`src/rtl/safety_interlock_state_machine_defines.svh`:
```
// Assertion macros for the safety interlock state machine
`ifndef SAFETY_INTERLOCK_STATE_MACHINE_DEFINES_SVH
`define SAFETY_INTERLOCK_STATE_MACHINE_DEFINES_SVH

// check on every clock edge outside reset
`define SISM_ASSERT(label, prop, msg) \
   label: assert property (@(posedge clock) disable iff (reset) prop) else $error(msg);

// check on every clock edge, reset included
`define SISM_ASSERT_ALWAYS(label, prop, msg) \
   label: assert property (@(posedge clock) prop) else $error(msg);

`endif

```
`src/rtl/sism_pkg.sv`:
```
// Types, codes and inhibit masks shared by the safety interlock state machine
package sism_pkg;

   localparam int INHIBIT_WIDTH = 14;

   typedef enum logic [2:0] {
      ST_BOOTING  = 3'd0,
      ST_DISARMED = 3'd1,
      ST_ARMED    = 3'd2,
      ST_FAULTED  = 3'd3,
      ST_MAINT    = 3'd4,
      ST_OTA      = 3'd5
   } op_state_type;

   typedef enum logic [3:0] {
      CMD_BOOT_DONE   = 4'd0,
      CMD_SET_INHIBIT = 4'd1,
      CMD_FAULT       = 4'd2,
      CMD_ARM         = 4'd3,
      CMD_DISARM      = 4'd4,
      CMD_MAINT       = 4'd5,
      CMD_CLOSE_MAINT = 4'd6,
      CMD_OTA         = 4'd7,
      CMD_ACK         = 4'd8,
      CMD_AUTH_MOTION = 4'd9,
      CMD_AUTH_CFG    = 4'd10,
      CMD_AUTH_OTA    = 4'd11
   } command_type;

   typedef enum logic [2:0] {
      OC_APPLIED       = 3'd0,
      OC_NO_CHANGE     = 3'd1,
      OC_REJ_STATE     = 3'd2,
      OC_REJ_INHIBITED = 3'd3,
      OC_REJ_LATCHED   = 3'd4,
      OC_INVALID       = 3'd5
   } outcome_type;

   typedef logic [INHIBIT_WIDTH-1:0] inhibit_type;

   localparam logic [2:0] ACT_NONE    = 3'b000;
   localparam logic [2:0] ACT_ESTOP   = 3'b001;
   localparam logic [2:0] ACT_REVOKE  = 3'b010;
   localparam logic [2:0] ACT_REQSTOP = 3'b100;

   localparam inhibit_type INH_NONE             = 14'h0000;
   localparam inhibit_type INH_SELF_TEST_FAILED = 14'h2000;

   localparam inhibit_type ARM_BLOCKERS         = 14'h3FFF;
   localparam inhibit_type MAINT_ENTRY_BLOCKERS = 14'h3E30;
   localparam inhibit_type MAINT_WRITE_BLOCKERS = 14'h3E3C;
   localparam inhibit_type MAINT_TRIP_INHIBITS  = 14'h1C30;
   localparam inhibit_type OTA_ENTRY_BLOCKERS   = 14'h3E3C;
   localparam inhibit_type OTA_TRIP_INHIBITS    = 14'h0430;
   localparam inhibit_type FAULT_ACK_BLOCKERS   = 14'h3E7C;

   typedef struct packed {
      op_state_type op_state;
      inhibit_type  active;
      inhibit_type  latched;
   } ctrl_state_type;

   typedef struct packed {
      outcome_type  outcome;
      op_state_type prev_state;
      op_state_type cur_state;
      inhibit_type  blocker;
      logic [2:0]   action;
      logic         bump;
      logic         invalid;
   } step_result_type;

   function automatic inhibit_type trip_mask(input op_state_type s);
      inhibit_type r;
      case (s)
         ST_ARMED: r = ARM_BLOCKERS;
         ST_MAINT: r = MAINT_TRIP_INHIBITS;
         ST_OTA:   r = OTA_TRIP_INHIBITS;
         default:  r = INH_NONE;
      endcase
      return r;
   endfunction

endpackage

```
`src/rtl/sism_step.sv`:
```
// Decision logic for one command: next control state and result fields
module sism_step (
   input  logic [3:0]               cmd_raw,
   input  logic [15:0]              mask,
   input  sism_pkg::ctrl_state_type cur,
   output sism_pkg::ctrl_state_type nxt,
   output sism_pkg::step_result_type res
);
   import sism_pkg::*;

   command_type  cmd;
   logic         bad;
   inhibit_type  m;
   inhibit_type  trip;
   inhibit_type  causes;
   logic         bump;

   op_state_type g_from;
   op_state_type g_to;
   inhibit_type  g_block;
   logic         g_chk;
   logic         g_clear;
   logic         g_ok;
   logic         g_lat;
   inhibit_type  g_blk;
   logic         g_pass;

   op_state_type q_need;
   inhibit_type  q_block;
   inhibit_type  q_blk;

   assign cmd    = command_type'(cmd_raw);
   assign bad    = |mask[15:INHIBIT_WIDTH];
   assign m      = mask[INHIBIT_WIDTH-1:0];
   assign trip   = m & trip_mask(cur.op_state);
   assign causes = m | (cur.active & INH_SELF_TEST_FAILED);

   // decode guarded moves and authorization queries
   always_comb begin
      g_from  = ST_DISARMED;
      g_to    = ST_DISARMED;
      g_block = INH_NONE;
      g_chk   = 1'b0;
      g_clear = 1'b0;
      q_need  = ST_ARMED;
      q_block = ARM_BLOCKERS;
      unique case (cmd)
         CMD_ARM: begin
            g_to    = ST_ARMED;
            g_block = ARM_BLOCKERS;
            g_chk   = 1'b1;
         end
         CMD_MAINT: begin
            g_to    = ST_MAINT;
            g_block = MAINT_ENTRY_BLOCKERS;
            g_chk   = 1'b1;
         end
         CMD_CLOSE_MAINT: begin
            g_from  = ST_MAINT;
         end
         CMD_OTA: begin
            g_to    = ST_OTA;
            g_block = OTA_ENTRY_BLOCKERS;
            g_chk   = 1'b1;
         end
         CMD_ACK: begin
            g_from  = ST_FAULTED;
            g_block = FAULT_ACK_BLOCKERS;
            g_clear = 1'b1;
         end
         CMD_AUTH_CFG: begin
            q_need  = ST_MAINT;
            q_block = MAINT_WRITE_BLOCKERS;
         end
         CMD_AUTH_OTA: begin
            q_need  = ST_OTA;
            q_block = OTA_ENTRY_BLOCKERS;
         end
         default: begin
            g_from  = ST_DISARMED;
         end
      endcase
   end

   assign g_ok   = cur.op_state == g_from;
   assign g_lat  = g_chk && (cur.latched != INH_NONE);
   assign g_blk  = cur.active & g_block;
   assign g_pass = g_ok && !g_lat && (g_blk == INH_NONE);
   assign q_blk  = cur.active & q_block;

   // next control state
   always_comb begin
      nxt  = cur;
      bump = 1'b0;
      unique case (cmd)
         CMD_BOOT_DONE: begin
            if (!bad && cur.op_state == ST_BOOTING) begin
               bump = 1'b1;
               if (causes == INH_NONE) begin
                  nxt.op_state = ST_DISARMED;
               end else begin
                  nxt.op_state = ST_FAULTED;
                  nxt.active   = cur.active | causes;
                  nxt.latched  = cur.latched | causes;
               end
            end
         end
         CMD_SET_INHIBIT: begin
            if (!bad) begin
               nxt.active = m;
               bump = cur.active != m;
               if (trip != INH_NONE) begin
                  nxt.op_state = ST_FAULTED;
                  nxt.latched  = cur.latched | trip;
                  bump = bump || (cur.op_state != ST_FAULTED) ||
                         ((cur.latched | trip) != cur.latched);
               end
            end
         end
         CMD_FAULT: begin
            if (!bad && m != INH_NONE) begin
               nxt.op_state = ST_FAULTED;
               nxt.active   = cur.active | m;
               nxt.latched  = cur.latched | m;
               bump = (cur.op_state != ST_FAULTED) ||
                      ((cur.active | m) != cur.active) ||
                      ((cur.latched | m) != cur.latched);
            end
         end
         CMD_DISARM: begin
            if (cur.op_state == ST_ARMED) begin
               nxt.op_state = ST_DISARMED;
               bump = 1'b1;
            end
         end
         CMD_ARM, CMD_MAINT, CMD_CLOSE_MAINT, CMD_OTA, CMD_ACK: begin
            if (g_pass) begin
               nxt.op_state = g_to;
               bump = 1'b1;
               if (g_clear) begin
                  nxt.latched = INH_NONE;
               end
            end
         end
         default: begin
            bump = 1'b0;
         end
      endcase
   end

   // result fields
   always_comb begin
      res.outcome    = OC_APPLIED;
      res.prev_state = cur.op_state;
      res.cur_state  = nxt.op_state;
      res.blocker    = INH_NONE;
      res.action     = ACT_NONE;
      res.bump       = bump;
      res.invalid    = 1'b0;
      unique case (cmd)
         CMD_BOOT_DONE: begin
            if (bad) begin
               res.invalid = 1'b1;
            end else if (cur.op_state != ST_BOOTING) begin
               res.outcome = OC_REJ_STATE;
            end else begin
               res.blocker = causes;
               if (causes != INH_NONE) begin
                  res.action = ACT_ESTOP | ACT_REVOKE;
               end
            end
         end
         CMD_SET_INHIBIT: begin
            if (bad) begin
               res.invalid = 1'b1;
            end else begin
               res.outcome = bump ? OC_APPLIED : OC_NO_CHANGE;
               res.blocker = trip;
               if (trip != INH_NONE) begin
                  res.action = ACT_ESTOP | ACT_REVOKE;
               end
            end
         end
         CMD_FAULT: begin
            if (bad || m == INH_NONE) begin
               res.invalid = 1'b1;
            end else begin
               res.outcome = bump ? OC_APPLIED : OC_NO_CHANGE;
               res.blocker = m;
               res.action  = ACT_ESTOP | ACT_REVOKE;
            end
         end
         CMD_DISARM: begin
            if (cur.op_state == ST_DISARMED) begin
               res.outcome = OC_NO_CHANGE;
            end else if (cur.op_state == ST_ARMED) begin
               res.action = ACT_REQSTOP | ACT_REVOKE;
            end else begin
               res.outcome = OC_REJ_STATE;
            end
         end
         CMD_ARM, CMD_MAINT, CMD_CLOSE_MAINT, CMD_OTA, CMD_ACK: begin
            if (!g_ok) begin
               res.outcome = OC_REJ_STATE;
            end else if (g_lat) begin
               res.outcome = OC_REJ_LATCHED;
               res.blocker = cur.latched;
            end else if (g_blk != INH_NONE) begin
               res.outcome = OC_REJ_INHIBITED;
               res.blocker = g_blk;
            end else if (g_to != ST_ARMED) begin
               res.action = ACT_REQSTOP | ACT_REVOKE;
            end
         end
         CMD_AUTH_MOTION, CMD_AUTH_CFG, CMD_AUTH_OTA: begin
            if (cur.op_state != q_need) begin
               res.outcome = OC_REJ_STATE;
            end else if (cur.latched != INH_NONE) begin
               res.outcome = OC_REJ_LATCHED;
               res.blocker = cur.latched;
            end else begin
               res.blocker = q_blk;
               res.outcome = (q_blk != INH_NONE) ? OC_REJ_INHIBITED : OC_APPLIED;
            end
         end
         default: begin
            res.invalid = 1'b1;
         end
      endcase
      if (res.invalid) begin
         res.outcome    = OC_INVALID;
         res.prev_state = ST_BOOTING;
         res.cur_state  = ST_BOOTING;
         res.blocker    = INH_NONE;
         res.action     = ACT_NONE;
      end
   end

endmodule

```
`src/rtl/safety_interlock_state_machine.sv`:
```
// Safety interlock state machine top level: item register, decision logic, result register
//
// Takes one command item per clock cycle, back to back. An item accepted at one edge is
// registered in the item register, decided there by the command decode and mask logic, and its
// result is loaded into the result register and offered on rsp_valid when the item advances.
// Throughput is one item per cycle as long as rsp_stall stays low; while a result waits, the
// registered item holds and req_stall rises. The control state (operational state,
// active and latched inhibit masks, REVISION_WIDTH-bit revision counter) updates at the same
// edge that loads the result register, so each item sees the state left by the one before.
// rsp_revision_count carries the low 32 bits of the revision, zero extended when the counter
// is narrower. Reset puts the block in booting with all masks and the revision cleared.
module safety_interlock_state_machine #(
   parameter int REVISION_WIDTH = 32
) (
   input  logic        clock,
   input  logic        reset,
   input  logic        req_valid,
   output logic        req_stall,
   input  logic [3:0]  req_command,
   input  logic [15:0] req_inhibit_mask,
   output logic        rsp_valid,
   input  logic        rsp_stall,
   output logic [2:0]  rsp_outcome,
   output logic [2:0]  rsp_state_before,
   output logic [2:0]  rsp_state_after,
   output logic [13:0] rsp_blocker_mask,
   output logic [2:0]  rsp_action_bits,
   output logic [31:0] rsp_revision_count
);
   import sism_pkg::*;

   logic                      item_valid_ff;
   logic [3:0]                item_command_ff;
   logic [15:0]               item_mask_ff;

   ctrl_state_type            ctrl_ff;
   ctrl_state_type            ctrl_in;
   logic [REVISION_WIDTH-1:0] revision_ff;
   logic [REVISION_WIDTH-1:0] revision_in;

   step_result_type           res;

   logic                      rsp_valid_ff;
   logic [2:0]                rsp_outcome_ff;
   logic [2:0]                rsp_prev_ff;
   logic [2:0]                rsp_cur_ff;
   logic [13:0]               rsp_blocker_ff;
   logic [2:0]                rsp_action_ff;
   logic [31:0]               rsp_revision_ff;

   logic                      advance;
   logic                      accept;

   logic [$bits(ctrl_state_type)+REVISION_WIDTH-1:0] held_state;
   logic                      state_faulted;
   logic                      fault_latched;
   logic                      item_rejected;
   logic                      rsp_invalid;
   logic                      rsp_cleared;

   assign advance   = item_valid_ff && (!rsp_valid_ff || !rsp_stall);
   assign req_stall = item_valid_ff && !advance;
   assign accept    = req_valid && !req_stall;

   sism_step u_step (
      .cmd_raw (item_command_ff),
      .mask    (item_mask_ff),
      .cur     (ctrl_ff),
      .nxt     (ctrl_in),
      .res     (res)
   );

   assign revision_in = res.bump ? REVISION_WIDTH'(revision_ff + 1'b1) : revision_ff;

   // hold the item register
   always_ff @(posedge clock) begin
      if (reset) begin
         item_valid_ff <= 1'b0;
      end else if (accept) begin
         item_valid_ff <= 1'b1;
      end else if (advance) begin
         item_valid_ff <= 1'b0;
      end
   end

   always_ff @(posedge clock) begin
      if (accept) begin
         item_command_ff <= req_command;
         item_mask_ff    <= req_inhibit_mask;
      end
   end

   // advance control state
   always_ff @(posedge clock) begin
      if (reset) begin
         ctrl_ff.op_state <= ST_BOOTING;
         ctrl_ff.active   <= INH_NONE;
         ctrl_ff.latched  <= INH_NONE;
         revision_ff      <= '0;
      end else if (advance) begin
         ctrl_ff     <= ctrl_in;
         revision_ff <= revision_in;
      end
   end

   // result register
   always_ff @(posedge clock) begin
      if (reset) begin
         rsp_valid_ff <= 1'b0;
      end else if (advance) begin
         rsp_valid_ff <= 1'b1;
      end else if (!rsp_stall) begin
         rsp_valid_ff <= 1'b0;
      end
   end

   always_ff @(posedge clock) begin
      if (advance) begin
         rsp_outcome_ff  <= res.outcome;
         rsp_prev_ff     <= res.prev_state;
         rsp_cur_ff      <= res.cur_state;
         rsp_blocker_ff  <= res.blocker;
         rsp_action_ff   <= res.action;
         rsp_revision_ff <= res.invalid ? 32'd0 : 32'(revision_in);
      end
   end

   assign rsp_valid          = rsp_valid_ff;
   assign rsp_outcome        = rsp_outcome_ff;
   assign rsp_state_before   = rsp_prev_ff;
   assign rsp_state_after    = rsp_cur_ff;
   assign rsp_blocker_mask   = rsp_blocker_ff;
   assign rsp_action_bits    = rsp_action_ff;
   assign rsp_revision_count = rsp_revision_ff;

   assign held_state    = {ctrl_ff, revision_ff};
   assign state_faulted = ctrl_ff.op_state == ST_FAULTED;
   assign fault_latched = ctrl_ff.latched != INH_NONE;
   assign item_rejected = advance &&
                          (res.outcome inside {OC_REJ_STATE, OC_REJ_LATCHED,
                                               OC_REJ_INHIBITED, OC_INVALID});
   assign rsp_invalid   = rsp_valid_ff && rsp_outcome_ff == OC_INVALID;
   assign rsp_cleared   = rsp_revision_ff == 32'd0 && rsp_cur_ff == ST_BOOTING &&
                          rsp_prev_ff == ST_BOOTING;

`include "safety_interlock_state_machine_defines.svh"

   `SISM_ASSERT(a_hold_state, !advance |=> $stable(held_state), "state moved while idle")
   `SISM_ASSERT(a_faulted_latched, state_faulted |-> fault_latched, "faulted with no latched fault")
   `SISM_ASSERT(a_reject_keeps_rev, item_rejected |=> $stable(held_state), "rejection changed state")
   `SISM_ASSERT(a_invalid_zero, rsp_invalid |-> rsp_cleared, "invalid result not cleared")

endmodule

```
`config.mk`:
```
export PLATFORM = sky130hd
export DESIGN_NAME = safety_interlock_state_machine
export DESIGN_NICKNAME = d
export VERILOG_FILES = /design/src/rtl/sism_pkg.sv /design/src/rtl/sism_step.sv /design/src/rtl/safety_interlock_state_machine.sv
export VERILOG_INCLUDE_DIRS = /design/src /design/src/rtl
export SDC_FILE = /design/constraint.sdc
export NUM_CORES = 1
export LEC_CHECK = 0
export BUFFER_PORTS_ARGS = -buffer_cell sky130_fd_sc_hd__buf_2
export CAP_MARGIN = 20
export CORE_MARGIN = 5
export CORE_UTILIZATION = 40
export DETAILED_ROUTE_END_ITERATION = 8
export HOLD_SLACK_MARGIN = 0.02
export PLACE_DENSITY = 0.64
export SETUP_SLACK_MARGIN = 0.5
export SLEW_MARGIN = 5
export SYNTH_ARGS = -nofsm -noshare
export SYNTH_HDL_FRONTEND = slang
export SYNTH_HIERARCHICAL = 1
export SYNTH_SLANG_ARGS = --single-unit
export TNS_END_PERCENT = 50
```
`constraint.sdc`:
```
create_clock -name clock -period 4.5 [get_ports clock]
set_input_delay 0.9 -clock clock [delete_from_list [all_inputs] [get_ports clock]]
set_output_delay 0.9 -clock clock [all_outputs]
set_load 0.05 [all_outputs]
```
[After elaboration in Yosys (flattened, before gate mapping)]
Index checks and enable logic that the tools add are counted.
Word-level totals
  register bits: 143
  input port bits: 24
  output and inout port bits: 60
  word-level logic and storage cells: 168
Operators by class
  add/subtract/negate cells: 1
  eq/ne operators: 31
  muxes and demuxes: 69
  bitwise gates (word level): 9
  reductions and logical operators: 44
Operators with widths (count)
  14-bit one-hot mux with 4 select lines: 2
  14-bit two-way mux: 7
  31-bit two-way mux: 3
  17-bit two-way mux: 5
  14-bit OR: 6
  14-bit one-hot mux with 3 select lines: 2
  14-bit nonzero test: 6
  14-bit one-hot mux with 5 select lines: 1
  14-bit inequality test: 4
  3-bit two-way mux: 15
  14-bit AND: 3
  14-bit logical NOT: 3
  32-bit by 1-bit adder with 32-bit output, second input constant: 1
  32-bit two-way mux: 1
  3-bit one-hot mux with 5 select lines: 2
  28-bit two-way mux: 1
  3-bit one-hot mux with 6 select lines: 1
  4-bit by 3-bit == test with 1-bit output, second input constant: 4
  4-bit == test, second input constant: 4
  2-bit two-way mux: 8
  1-bit two-way mux: 15
  2-bit by 1-bit inequality test with 1-bit output, second input constant: 6
  3-bit one-hot mux with 2 select lines: 2
  9-bit two-way mux: 1
  other kinds (26): 51

[Logic depth before layout (Yosys ltp)]
Gate-level depths: netlist (run 1).
  depth after elaboration: 12
  mapped depth: 16
  mapped depth without buffers: 11

[Cells and area by module]
The synthesis (run 1) kept the hierarchy.
By module, submodules not included
  safety_interlock_state_machine: instances 1, cells each 529, area an instance 5735.5 um^2
  sism_step: instances 1, cells each 389, area an instance 2546.2 um^2

[Worst setup path after synthesis (run 1)]
No wires, ideal clock.
  path kind: input-to-reg
  start point: in rsp_stall
  end point: reg rsp_action_ff[0], in the netlist rsp_action_bits[0] (enable)
  library setup time: 0.445 ns
  data arrival time: 3.423 ns
  data required time: 4.055 ns
  slack: 0.633 ns
  stages: 5
  path buffers: 3
  cell sequence: a21bo_2 clkbuf_1 inv_1 clkbuf_1 clkbuf_1
Between the ends
  cells in the longest elaborated chain, start to end: 3
Ends and longest elaborated chain
  start: declaration: RTL line safety_interlock_state_machine.sv:22  | input logic rsp_stall,
  1-bit logical NOT
  1-bit logical OR: RTL line safety_interlock_state_machine.sv:61  | assign advance = item_valid_ff && (!rsp_valid_ff || !rsp_stall);
  1-bit logical AND: RTL line safety_interlock_state_machine.sv:61
  net advance: RTL line safety_interlock_state_machine.sv:51  | logic advance;
  end signal: assignment: RTL line safety_interlock_state_machine.sv:123  | rsp_action_ff <= res.action;
  end: declaration: RTL line safety_interlock_state_machine.sv:48  | logic [2:0] rsp_action_ff;
The timed path passes the listed nets, and every way through them passes these cells.
A chain may end at the register's enable or synchronous reset.

==> results by stage, run 1 <==
Outcome:
- The flow ran to the end, and the final reports show no timing, DRC or antenna violations.

Synthesis:
- The most used flip-flop cell after synthesis is edfxtp_1.
- The netlist uses 79 different library cells.
- The synthesized instance count is ~920.
- The largest total area in the synthesized netlist belongs to edfxtp_1.
- Yosys attributes the largest share of cell area to edfxtp_1 28%, dfxtp_1 16%, a21oi_1 6.2%, nand2_1 5.0%, ha_1 4.4%.
- Yosys mapped a number of flops with a built-in enable equal to 78.
- The most common cell in the synthesized netlist is nand2_1.
- The fraction of synthesis flops using an asynchronous set or reset pin is 0.
- The synthesized area per cell is 9.02 um^2.
- Yosys printed 6 warnings.
- For this run, the register share of the synthesized area comes to 0.440.
- The post-synthesis register bit count is 143.
- The commonest cells after synthesis are 111 x nand2_1, 102 x a21oi_1, 78 x edfxtp_1.
- The mapped cell area is about 8300 um^2.
- When the netlist entered floorplanning its net count stood at 971.
- The share of synthesized area in the top cell type comes to 0.283.

Placed design:
- OpenSTA, run right after detailed placement, puts the worst setup slack at approximately 0.43 ns.
- Once placement completed, the tool counted placed cells totaling between 1,000 and 1,500.
- The congestion estimate from routability-driven global placement came to around 0.95.
- Detailed placement finished with a half-perimeter wire length of 16.8 mm.
- The count of port buffers added during placement is between 80 and 90.

Min path:
- The type of the tightest min-delay check is reg -> reg.
- The startpoint of the lowest-slack hold path is revision_ff[31]$_SDFFE_PP0P_.
- Counting instances, the worst hold path has a depth of 2.
- For hold timing, the worst endpoint is revision_ff[31]$_SDFFE_PP0P_.

STA:
- The top achievable clock speed is 262 MHz.
- The count of endpoints failing hold in the final timing report came to 0.
- The number of endpoints failing setup at the final stage is 0.
- The post-layout minimum cycle time is 3.82 ns.
- Dividing the final minimum period by the clock period gives 0.848.
- The final-report max-slew violation count is 0.
- Clock skew on the completed layout was measured at 0.0105 ns.
- Setup total negative slack on the finished layout was measured at 0 ns.
- The slack of the critical path is 0.683 ns.
- Setup repair after global routing could not meet its margin everywhere.
- The transition time at the pin with the least slew margin is ~0.96 ns.
- The relative max-transition margin is 0.358.

Worst setup path:
- The largest single stage delay on the critical path is about 0.54 ns.
- For flop-to-flop paths, the worst setup slack is 0.68 ns.
- The kind of cell with the highest combined delay along the critical path is simple AND/OR/NAND/NOR gates.
- The type of destination of the critical path is a register.
- The data required time of the worst path is roughly 4.7 ns.
- The worst-case reg-to-reg path depth is 10.
- Of all nets on the critical path, the largest fanout is 8.
- The slowest stage of the critical path is the edfxtp_1 cell.
- In this run the critical register-to-register path is captured at rsp_revision_count[13]$_SDFFCE_PP0P_.
- The worst endpoint data arrival time is 3.97 ns.
- The launching element type of the critical path is a register.
- The startpoint identified for the worst register-to-register timing path is item_mask_ff[1]$_DFFE_PP_.
- The critical path's most frequent cell is or4_1.
- The classification of the worst setup path is reg -> reg.
- The worst path buffer plus inverter count is 0.
- The critical path goes through ha_1 > nor4b_1 > nand4_1 > or4_1 > nor4_1 > o221ai_1 > nand3_1 > or4_1 > xor2_1 > nor2_1.

Detailed routing:
- The total vias in the final route is 7,428.
- The initial DRC count is 710.
- The pre-antenna-repair detailed-routing pass consisted of 5 iterations.
- After detailed routing, the number of remaining DRC violations is 0.
- Dividing the detail-routed via count by the number of cells gives 5.89.
- The routed length per instance is 19.3 um.
- For this block, the routed nets add up to 24.4 mm of wire.
- The detail route stage leaves a number of antenna-violating nets equal to 0.

Power and ir drop:
- The total power per unit cell area is 323 nW/um^2.
- The leakage power is 0.00333 uW.
- The largest voltage drop on the vdd net is between 0.2 and 0.3 mV.

Clocking:
- Counting along the longest clock path gives a buffer depth of 2.
- Buffers inserted to repair hold after CTS numbered 0.
- In this run the number of H-tree levels came out at 4.
- Clock tree synthesis found a total of 143 sinks.
- The root cell of the clock tree is clkbuf_16.
- The clock transition time at the flip-flop clock pins of the worst setup and hold paths is about 0.060 ns.
- The number of clock buffers added by TritonCTS is 17.
- TritonCTS built the clock tree.
- Clock latency on the worst-skew pair, taken at its later pin, is 0.42 ns.

Flow run:
- The tool flagged a number of max-cap violations equal to 0.

Final layout:
- From synthesis to final layout, the design area changed by 14.9%.
- The final-layout fill cell count is 1,945.
- Once layout is complete, the cells apart from fillers number 1,261.
- At the end of the flow, the number of nets in the layout was 1,031.
- The repair_antennas step left the layout with diodes totalling 0.
- The share of the core filled with cells in the final layout is 0.469.
- Of the cells placed in the final design, the portion with a size suffix greater than 1 is 0.171.

Floorplan:
- The die width is 154 um.
- The region available for standard cell placement spans 20,300 um^2.
- The initial core utilization is 0.408.
- The area enclosed by the die boundary is 23,700 um^2.
- The top-level port count is 84.
- Row generation in the floorplan step produced 52 rows.
- The floorplan step set the die height to 154 um.

Global route:
- The number of antenna violations at the first check in global routing is 1.
- The first global-routing pass estimated about 38 mm of wire.
- The number of global-route vias before repair came to 6,928.
- Global routing finished with a remaining overflow of 0.
- The maximum number of pins on one net before global-route repair is 78.
- The overall global routing resource usage is 0.202.
-- through the flow --
step / power (uW) / cell area [um^2] / hold slack [ns]
2_1_floorplan: 1680 / 8280 / 0.435
3_3_place_gp: 1770 / 8880 / 0.475
3_5_place_dp: 1770 / 8900 / 0.486
4_1_cts: 3090 / 9440 / 0.497
5_1_grt: 3180 / 9520 / 0.523
6_report: 3070 / 9520 / 0.504
-- power by group --
part	leakage [uW]	switching, uW	total, uW	internal (uW)
sequential	0.00124	33.5	1450	1420
combinational	0.00182	226	304	78.1
clock	0.000270	534	1320	785
-- layout by cell type (no fill, tap or decap), drive strengths merged, types with 19 or more instances in the layout --
cell type | synthesis | layout
nand3 | 22 | 22
ha | 29 | 29
clkbuf | 45 | 27
o31ai | 27 | 27
nor2 | 68 | 68
a21oi | 103 | 103
inv | 40 | 41
nand2 | 112 | 112
edfxtp | 78 | 78
buf | 22 | 108
a221o | 19 | 19
dfxtp | 65 | 65
or4 | 39 | 39
or3 | 20 | 20
o21ai | 31 | 31
-- area by class of cell --
| cell class | instances | area [um^2] | area share |
|---|---|---|---|
| clock buffer | 27 | 515 | 0.0542 |
| clock inverter | 5 | 27.5 | 0.00289 |
| inverter | 40 | 151 | 0.0159 |
| multi-input combinational | 668 | 4220 | 0.443 |
| sequential | 143 | 3640 | 0.383 |
| tap | 270 | 338 | 0.0355 |
| timing repair buffer | 108 | 623 | 0.0655 |
-- worst register-to-register path, delay by kind of cell, from the launching register on --
family,cells,cell delay [ns]
simple gates,7,2.17
flops,1,0.54
fa+ha+maj,1,0.28
xor+xnor,1,0.22
compound gates,1,0.34
-- state kept, by name (all words and copies together) (netlist names), 4 cells and up --
register,count
revision_ff,32
item_command_ff,4
rsp_blocker_mask,14
rsp_revision_count,32
ctrl_ff,31
item_mask_ff,16
-- layer usage --
| layer | vias to the layer above | wire length (um) | global-route usage |
|---|---|---|---|
| met4 | 2 | 609 | 0.0711 |
| met1 | 3551 | 10700 | 0.273 |
| met5 | - | 13 | 0 |
| met3 | 51 | 1670 | 0.0408 |
| met2 | 308 | 11400 | 0.322 |
| li1 | 3516 | - | - |
-- worst max path at each step --
stage,startpoint,endpoint,slack [ns],depth (start not counted)
CTS,item_command_ff[2]$_DFFE_PP_,rsp_revision_count[25]$_SDFFCE_PP0P_,0.53,10
floorplan,rsp_stall,rsp_action_bits[0]$_DFFE_PP_,0.63,5
global route,item_command_ff[3]$_DFFE_PP_,rsp_revision_count[28]$_SDFFCE_PP0P_,0.49,11
global placement,item_command_ff[1]$_DFFE_PP_,rsp_revision_count[28]$_SDFFCE_PP0P_,0.54,10
detailed placement,item_command_ff[2]$_DFFE_PP_,rsp_revision_count[28]$_SDFFCE_PP0P_,0.43,10
finish,item_mask_ff[1]$_DFFE_PP_,rsp_revision_count[13]$_SDFFCE_PP0P_,0.68,10
-- logic make-up after synthesis --
logic type                 share of synthesized area
and+or+nand+nor                                0.236
AOI/OAI and AO/OA                              0.192
DFF                                            0.440
buffers and inverters                         0.0542
adders and majority gates                     0.0450
xor gates and xnor gates                      0.0233
muxes                                        0.00937
-- timing repair --
| action | in CTS | in global routing |
|---|---|---|
| pin swaps | 0 | 0 |
| gates resized for setup | 1 | 5 |
| setup endpoints to repair | 5 | 35 |
| buffers inserted | 0 | 4 |
| gates cloned | 0 | 0 |
(Power assumes the default switching activity.)
==> run 2: changes to the inputs <==
- PLACE_DENSITY: 0.64 -> 0.66
- clock period: 4.5 -> 3.43 ns (I/O delays scaled with it)
==> run 2 against run 1 <==
Compared with the run above: maximum frequency increased by 14%; setup slack worse by 0.60 ns; clock-buffer cell count is 7 lower; cell count is 9.0% higher; critical path depth up 1; non-clock buffer count increased by 111; clock skew is 0.0051 ns higher; power increased by 39%.
==> results by stage, run 2 (synthesis gave the netlist of run 1 again) <==
STA:
- The number of endpoints failing setup at the final stage is 0 (unchanged).
- The transition time at the pin with the least slew margin came to 0.683 ns (-0.279 ns).
- The post-layout minimum cycle time was 3.35 ns (-0.472 ns).
- The final-report max-slew violation count is 0 (unchanged).
- The smallest hold slack came to 0.428 ns (-0.0762 ns).
- The count of endpoints failing hold in the final timing report came to 0 (unchanged).
- The worst-case clock skew is 0.0156 ns (+0.00514 ns).
- The post-route clock period utilization is 0.975 (+0.127).
- Setup repair after global routing could not meet its margin everywhere.
- The relative max-transition margin is 0.544 (+0.186).
- The top achievable clock speed was 299 MHz (+14%).

Detailed routing:
- The first-pass detailed-route iteration total is 5 (unchanged).
- The routed wire length is 26.4 mm (+8.3%).
- The number of vias per cell after detailed routing was 5.88 (-0.21%).
- The routed length per instance is 19.2 um (-0.64%).
- The post-route DRC violation count was 0 (unchanged).
- The number of antenna-violating nets in the routed design came to 0 (unchanged).
- The initial DRC count is 821 (+16%).
- The total vias in the final route came to 8,077 (+8.7%).

Floorplan:
- The area enclosed by the die boundary came to 23,700 um^2 (unchanged).
- The height of the die is 154 um (unchanged).
- The top-level port count came to 84 (unchanged).
- The die width is 154 um (unchanged).
- The number of core rows is 52 (unchanged).
- The initial core utilization is 0.408 (unchanged).
- The floorplan core area is 20,300 um^2 (unchanged).

Global route:
- The remaining global-route overflow is 0 (unchanged).
- The global-route wire length before repair is 40.4 mm (+5.0%).
- The maximum number of pins on one net before global-route repair came to 65 (-17%).
- The number of global-route vias before repair is 7,371 (+6.4%).
- The number of antenna violations at the first check in global routing was 0 (-1).
- The overall global routing resource usage is 0.213 (+0.0111).

Clocking:
- The number of buffers added by the clock tree synthesis step is 17 (unchanged).
- The clock transition time at the flip-flop clock pins of the worst setup and hold paths is 0.06 ns (about the same).
- The clock insertion delay at the later pin of the skew report is 0.43 ns (about the same).
- The number of hold buffers added after cts is 0 (unchanged).
- TritonCTS built the clock tree.
- The maximum clock path buffer count is 2 (unchanged).
- The H-tree level count came to 4 (unchanged).
- The number of clock sinks seen by CTS is 143 (unchanged).
- The root cell of the clock tree is clkbuf_16.

Power and ir drop:
- The leakage power is 0.00410 uW (+23%).
- The largest voltage drop on the vdd net is 0.336 mV (+33%).
- The post-layout total power was 4260 uW (+39%).
- The total power per unit cell area was 391 nW/um^2 (+21%).

Outcome:
- The run finished with clean final reports.

Flow run:
- The max capacitance violation total is 0 (unchanged).

Final layout:
- The count of antenna diodes in the layout is 0 (unchanged).
- The proportion of layout cells with a drive suffix above 1 is 0.308 (+0.137).
- From synthesis to final layout, the design area changed by 31.7%.
- The final layout net count is 1,144 (+11%).
- In the layout the commonest cells are 114 x buf_4, 111 x nand2_1, 92 x a21oi_1.
- The library cell used most frequently in the layout, excluding fill and tap cells, is buf_4.

Worst setup path:
- The slack of the worst reg-to-reg path was 0.08 ns (-0.60 ns).
- The worst setup path is captured at a register.
- The data required time of the worst path is 3.72 ns (-0.93 ns).
- The largest stage delay on the critical path was 0.64 ns (+0.10 ns).
- The worst endpoint data arrival time is 3.63 ns (-0.34 ns).
- The maximum fanout encountered on the critical timing path was 5 (-3).
- The worst setup path is launched from a register.
- The most numerous cell type found on the critical path is or4_4.
- The cell at the slowest stage of the critical path is or4_4.
- The classification of the worst setup path is reg -> reg.
- The critical path goes through buf_6 > nor4b_4 > xnor2_2 > o211a_1 > and2_4 > a221oi_4 > o221ai_2 > nand4_1 > or4_4 > or4_4 > a21oi_2.

Placed design:
- The count of port buffers added during placement was 83 (unchanged).
- The half-perimeter wire length after placement is 17.9 mm (+6.3%).
- The final RePlAce weighted congestion is 0.952 (-0.19%).

Min path:
- The min-delay analysis places its worst path in the category in -> reg.
==> run 2: cell types whose count changed in the layout (fill, tap and decap cells not counted), sizes merged, moves of 2 or more <==
cell	previous run	this run
clkinvlp	0	3
bufinv	0	3
or4	39	41
clkbuf	27	20
buf	108	218
==> run 2: worst paths after layout <==
check                                              end                         start  cells after the start
setup / recovery  rsp_revision_count[20]$_SDFFCE_PP0P_  item_command_ff[0]$_DFFE_PP_                     11
hold / removal               item_mask_ff[0]$_DFFE_PP_           req_inhibit_mask[0]                      1
setup reg to reg  rsp_revision_count[20]$_SDFFCE_PP0P_  item_command_ff[0]$_DFFE_PP_                     11
hold reg to reg               ctrl_ff[28]$_SDFFE_PP0P_      ctrl_ff[28]$_SDFFE_PP0P_                      2
==> run 2: repair_timing <==
| action | CTS | global route |
|---|---|---|
| endpoints found under the setup margin | 56 | 74 |
| gates cloned | 3 | 1 |
| pin swaps | 32 | 46 |
| endpoints found under the hold margin | 0 | 0 |
| resized for setup | 21 | 70 |
| setup buffers | 10 | 13 |
==> run 2: worst max-delay path: cells and delay by family (launching register included) <==
kind	cells	cell delay, ns
XOR/XNOR	1	0.17
AO/OA/AOI/OAI	4	0.51
buffers and inverters	1	0.18
AND/OR/NAND/NOR	5	1.87
flip-flops	1	0.48
==> run 2: stage by stage <==
| step | TNS [ns] | setup slack, ns | cell area, um^2 | std cells | utilization |
|---|---|---|---|---|---|
| 6_report | 0 | 0.0845 | 10900 | 1374 | 0.537 |
| 5_1_grt | -0.146 | -0.0280 | 10900 | 1374 | 0.537 |
| 4_1_cts | 0 | 0.117 | 10500 | 1360 | 0.516 |
| 3_5_place_dp | 0 | 0.00876 | 9650 | 1315 | 0.476 |
| 3_3_place_gp | 0 | 0.106 | 9650 | 1315 | 0.476 |
| 2_1_floorplan | -0.447 | -0.0604 | 8340 | 918 | - |
==> run 2: report_power, final <==
group,switching (uW),leakage [uW],internal [uW],total [uW]
combinational,330,0.00257,140,470
sequential,22.6,0.00124,1860,1880
clock,746,0.000287,1170,1910
total,1100,0.00410,3170,4260
==> run 2: per-layer routing <==
layer / vias up / GRT usage / part of all wire
met1: 3870 / 0.294 / 0.43
met5: - / 0 / 0
li1: 3757 / - / -
met4: 0 / 0.0538 / 0.022
met3: 59 / 0.0455 / 0.078
met2: 391 / 0.341 / 0.47
==> run 2: cell type report <==
type	count	area [um^2]
clock buffers	20	447
repair buffers	219	1580
clock inverters	12	158
multi-input cells	670	4590
inverters	40	151
fillers	1848	9390
well taps	270	338
flip-flops and latches	143	3640
==> run 3: changes to the inputs <==
--- a/config.mk
+++ b/config.mk
@@ -9,5 +9,5 @@
 export BUFFER_PORTS_ARGS = -buffer_cell sky130_fd_sc_hd__buf_2
 export CAP_MARGIN = 20
-export CORE_MARGIN = 5
+export CORE_MARGIN = 2
 export CORE_UTILIZATION = 40
 export DETAILED_ROUTE_END_ITERATION = 8
==> constraint.sdc (replaced) <==
create_clock -name clock -period 3.43 [get_ports clock]
set_input_delay 0.1715 -clock clock [delete_from_list [all_inputs] [get_ports clock]]
set_output_delay 0.1715 -clock clock [all_outputs]
set_load 0.05 [all_outputs]
==> run 3 against run 2 <==
Compared with the run above: core utilization barely moved; sequential cell count did not move; non-clock buffer count rose by 22; power rose by 4.0%; clock-buffer cell count did not move; design area barely moved; clock power rose by 8%; routed wire length fell by 3.3%; critical path depth rose by 1; critical path type unchanged.
==> results by stage, run 3 (synthesis gave the netlist of run 1 again) <==
STA:
- The smallest hold slack came to 0.236 ns (-0.192 ns).
- The worst-case clock skew came to 0.00852 ns (-0.00712 ns).
- The relative max-transition margin is 0.620 (+0.0751).
- The number of endpoints failing setup at the final stage is 0 (unchanged).
- The final total negative setup slack came to 0 ns (unchanged).
- The post-route clock period utilization is 0.991 (+0.0161).
- The slack of the critical path is 0.0292 ns (-0.0553 ns).
- The transition time at the pin with the least slew margin is 0.571 ns (-0.113 ns).
- Setup repair after global routing could not meet its margin everywhere.
- The count of endpoints failing hold in the final timing report is 0 (unchanged).
- The post-layout minimum cycle time is 3.40 ns (+0.0553 ns).
- The final-report max-slew violation count is 0 (unchanged).
- The top achievable clock speed is 294 MHz (-1.6%).

Clocking:
- The number of clock sinks seen by CTS is 143 (unchanged).
- The clock insertion delay at the later pin of the skew report came to 0.43 ns (about the same).
- The clock transition time at the flip-flop clock pins of the worst setup and hold paths is 0.07 ns (about the same).
- The number of buffers added by the clock tree synthesis step is 17 (unchanged).
- The CTS tree is done.
- The H-tree level count is 4 (unchanged).
- The maximum clock path buffer count is 2 (unchanged).
- The cell sitting at the root of the clock tree is a clkbuf_16.

Floorplan:
- The die width came to 148 um (-3.9%).
- The top-level port count is 84 (unchanged).
- The height of the die is 148 um (-3.9%).
- The area enclosed by the die boundary is 21,900 um^2 (-7.6%).
- The initial core utilization is 0.408 (unchanged).
- The floorplan core area is 20,300 um^2 (unchanged).
- The number of core rows is 52 (unchanged).

Detailed routing:
- The number of vias per cell after detailed routing is 5.73 (-2.6%).
- The post-route DRC violation count came to 0 (unchanged).
- The routed length per instance is 18.3 um (-4.7%).
- The total vias in the final route is 7,981 (-1.2%).
- The first-pass detailed-route iteration total is 5 (unchanged).
- The number of antenna-violating nets in the routed design is 0 (unchanged).
- The initial DRC count came to 660 (-20%).
- The routed wire length came to 25.5 mm (-3.3%).

Global route:
- The remaining global-route overflow is 0 (unchanged).
- The global-route wire length before repair is 40.0 mm (-1.1%).
- The maximum number of pins on one net before global-route repair is 46 (-29%).
- The number of antenna violations at the first check in global routing came to 0 (unchanged).
- The overall global routing resource usage came to 0.234 (+0.0210).
- The number of global-route vias before repair is 7,397 (+0.35%).

Placed design:
- The setup slack after placement is -0.109 ns (-0.118 ns).
- The number of placed instances with taps included is 1,331 (+1.2%).
- The half-perimeter wire length after placement is 17.8 mm (-0.45%).
- The placed cell area came to 9750 um^2 (+0.99%).
- The count of port buffers added during placement is 83 (unchanged).
- The final RePlAce weighted congestion is 0.961 (+0.97%).

Worst setup path:
- By startpoint and endpoint, the worst setup path is classified as reg -> reg.
- The worst setup path is captured at a register.
- In this run the critical register-to-register path is launched from ctrl_ff[24]$_SDFFE_PP0P_.
- On the critical path, the stage with the largest delay is an instance of or4_4.
- The category of cells accounting for the largest share of critical-path delay is simple AND/OR/NAND/NOR gates.
- The data required time of the worst path is 3.72 ns (about the same).
- The critical path's most frequent cell is or4_4.
- The maximum fanout encountered on the critical timing path is 6 (+1).
- STA classifies the critical path startpoint as a register.
- The worst path buffer plus inverter count came to 2 (+1).
- The worst endpoint data arrival time is 3.69 ns (+0.06 ns).
- The slack of the worst reg-to-reg path is 0.03 ns (-0.06 ns).
- The worst-case reg-to-reg path depth was 12 (+1).
- The largest stage delay on the critical path came to 0.55 ns (-0.09 ns).
- The critical path goes through or4_4 > nor4_4 > buf_4 > o2111a_1 > and2_4 > a221oi_2 > o221ai_2 > buf_4 > nand4_1 > or4_4 > or4_4 > a21oi_2.
- The capturing point of the worst reg2reg path is rsp_revision_count[22]$_SDFFCE_PP0P_.

Final layout:
- The layout overhead on the synthesized area came to 31.7% (about the same).
- The non-filler instance count after layout is 1,394 (+1.5%).
- The final layout net count is 1,165 (+1.8%).
- The proportion of layout cells with a drive suffix above 1 is 0.286 (-0.0224).
- In the layout the commonest cells are 129 x buf_4, 111 x nand2_1, 95 x a21oi_1.
- The cell area after layout was 10,900 um^2 (about the same).
- The count of antenna diodes in the layout was 0 (unchanged).
- The most common cell after layout, fill and taps aside is buf_4.

Min path:
- The endpoint with the worst hold slack is revision_ff[14]$_SDFFE_PP0P_.
- The cell depth of the worst min-delay path was 2 (+1).
- The tightest min-delay check is of the in -> reg type.
- The startpoint of the lowest-slack hold path is reset.

Flow run:
- The max capacitance violation total is 0 (unchanged).

Power and ir drop:
- The leakage power is 0.00405 uW (-1.1%).
- The largest voltage drop on the vdd net came to 0.383 mV (+14%).
- The total power per unit cell area is 407 nW/um^2 (+4.1%).

Outcome:
- The flow ran to the end, and the final reports show no timing, DRC or antenna violations.
## run 3: changes by cell type in the layout (fill, tap and decap cells not counted), sizes merged
| cell | delta |
|---|---|
| bufbuf | -1 |
| or4 | -1 |
| buf | +1 |
| bufinv | +1 |
| clkinv | -1 |
| clkinvlp | -1 |
| dlygate4sd3 | +22 |
## run 3: stage by stage
step	power, uW	util
after global routing	4550	0.537
after CTS	4450	0.530
after floorplan	2210	-
final	4430	0.537
after global placement	2370	0.480
after detailed placement	2370	0.480
## run 3: how the worst max path moves through the flow
stage                     slack, ns  cells past startpoint                                   end                          from
after floorplan               -0.03                     15          revision_ff[14]$_SDFFE_PP0P_  item_command_ff[2]$_DFFE_PP_
after global placement       -0.005                     14           revision_ff[9]$_SDFFE_PP0P_      ctrl_ff[24]$_SDFFE_PP0P_
after detailed placement      -0.11                     14           revision_ff[9]$_SDFFE_PP0P_      ctrl_ff[24]$_SDFFE_PP0P_
after CTS                      0.06                     12  rsp_revision_count[22]$_SDFFCE_PP0P_      ctrl_ff[24]$_SDFFE_PP0P_
after global routing          -0.09                     12  rsp_revision_count[22]$_SDFFCE_PP0P_  item_command_ff[2]$_DFFE_PP_
final                          0.03                     12  rsp_revision_count[22]$_SDFFCE_PP0P_      ctrl_ff[24]$_SDFFE_PP0P_
## run 3: layer usage
| layer | GRT usage | part of all wire | wire length (um) | vias up |
|---|---|---|---|---|
| met3 | 0.0429 | 0.066 | 1670 | 55 |
| li1 | - | - | - | 3792 |
| met1 | 0.315 | 0.44 | 11100 | 3812 |
| met2 | 0.369 | 0.47 | 12000 | 322 |
| met5 | 0 | 0 | 0 | - |
| met4 | 0.101 | 0.029 | 748 | 0 |
## run 3: worst register-to-register path, stage by stage (launching register included)
cell      delay (ns)
dfxtp_2         0.32
or4_4           0.55
nor4_4          0.14
buf_4           0.15
o2111a_1        0.19
and2_4          0.15
a221oi_2        0.07
o221ai_2        0.08
buf_4           0.16
nand4_1         0.24
or4_4           0.55
or4_4           0.51
a21oi_2         0.13
## run 3: where the power goes
group          switching [uW]  internal (uW)  total [uW]
sequential               24.0           1860        1880
combinational             331            161         492
clock                     775           1290        2060
## run 3: timing repair
| item | 4_1_cts | 5_1_grt |
|---|---|---|
| gates cloned | 0 | 1 |
| hold buffers | 22 | 0 |
| hold endpoints to repair | 22 | 0 |
| setup buffers | 7 | 2 |
| pin swaps | 5 | 11 |
| gates resized for setup | 22 | 26 |
| endpoints found under the setup margin | 62 | 78 |
## run 3: layout make-up
| cell class | count | area, um^2 |
|---|---|---|
| clock buffers | 20 | 468 |
| clock inverters | 11 | 178 |
| fillers | 1879 | 9400 |
| inverters | 40 | 151 |
| multi-input cells | 669 | 4430 |
| flip-flops and latches | 143 | 3650 |
| well taps | 270 | 338 |
| repair buffers | 241 | 1690 |
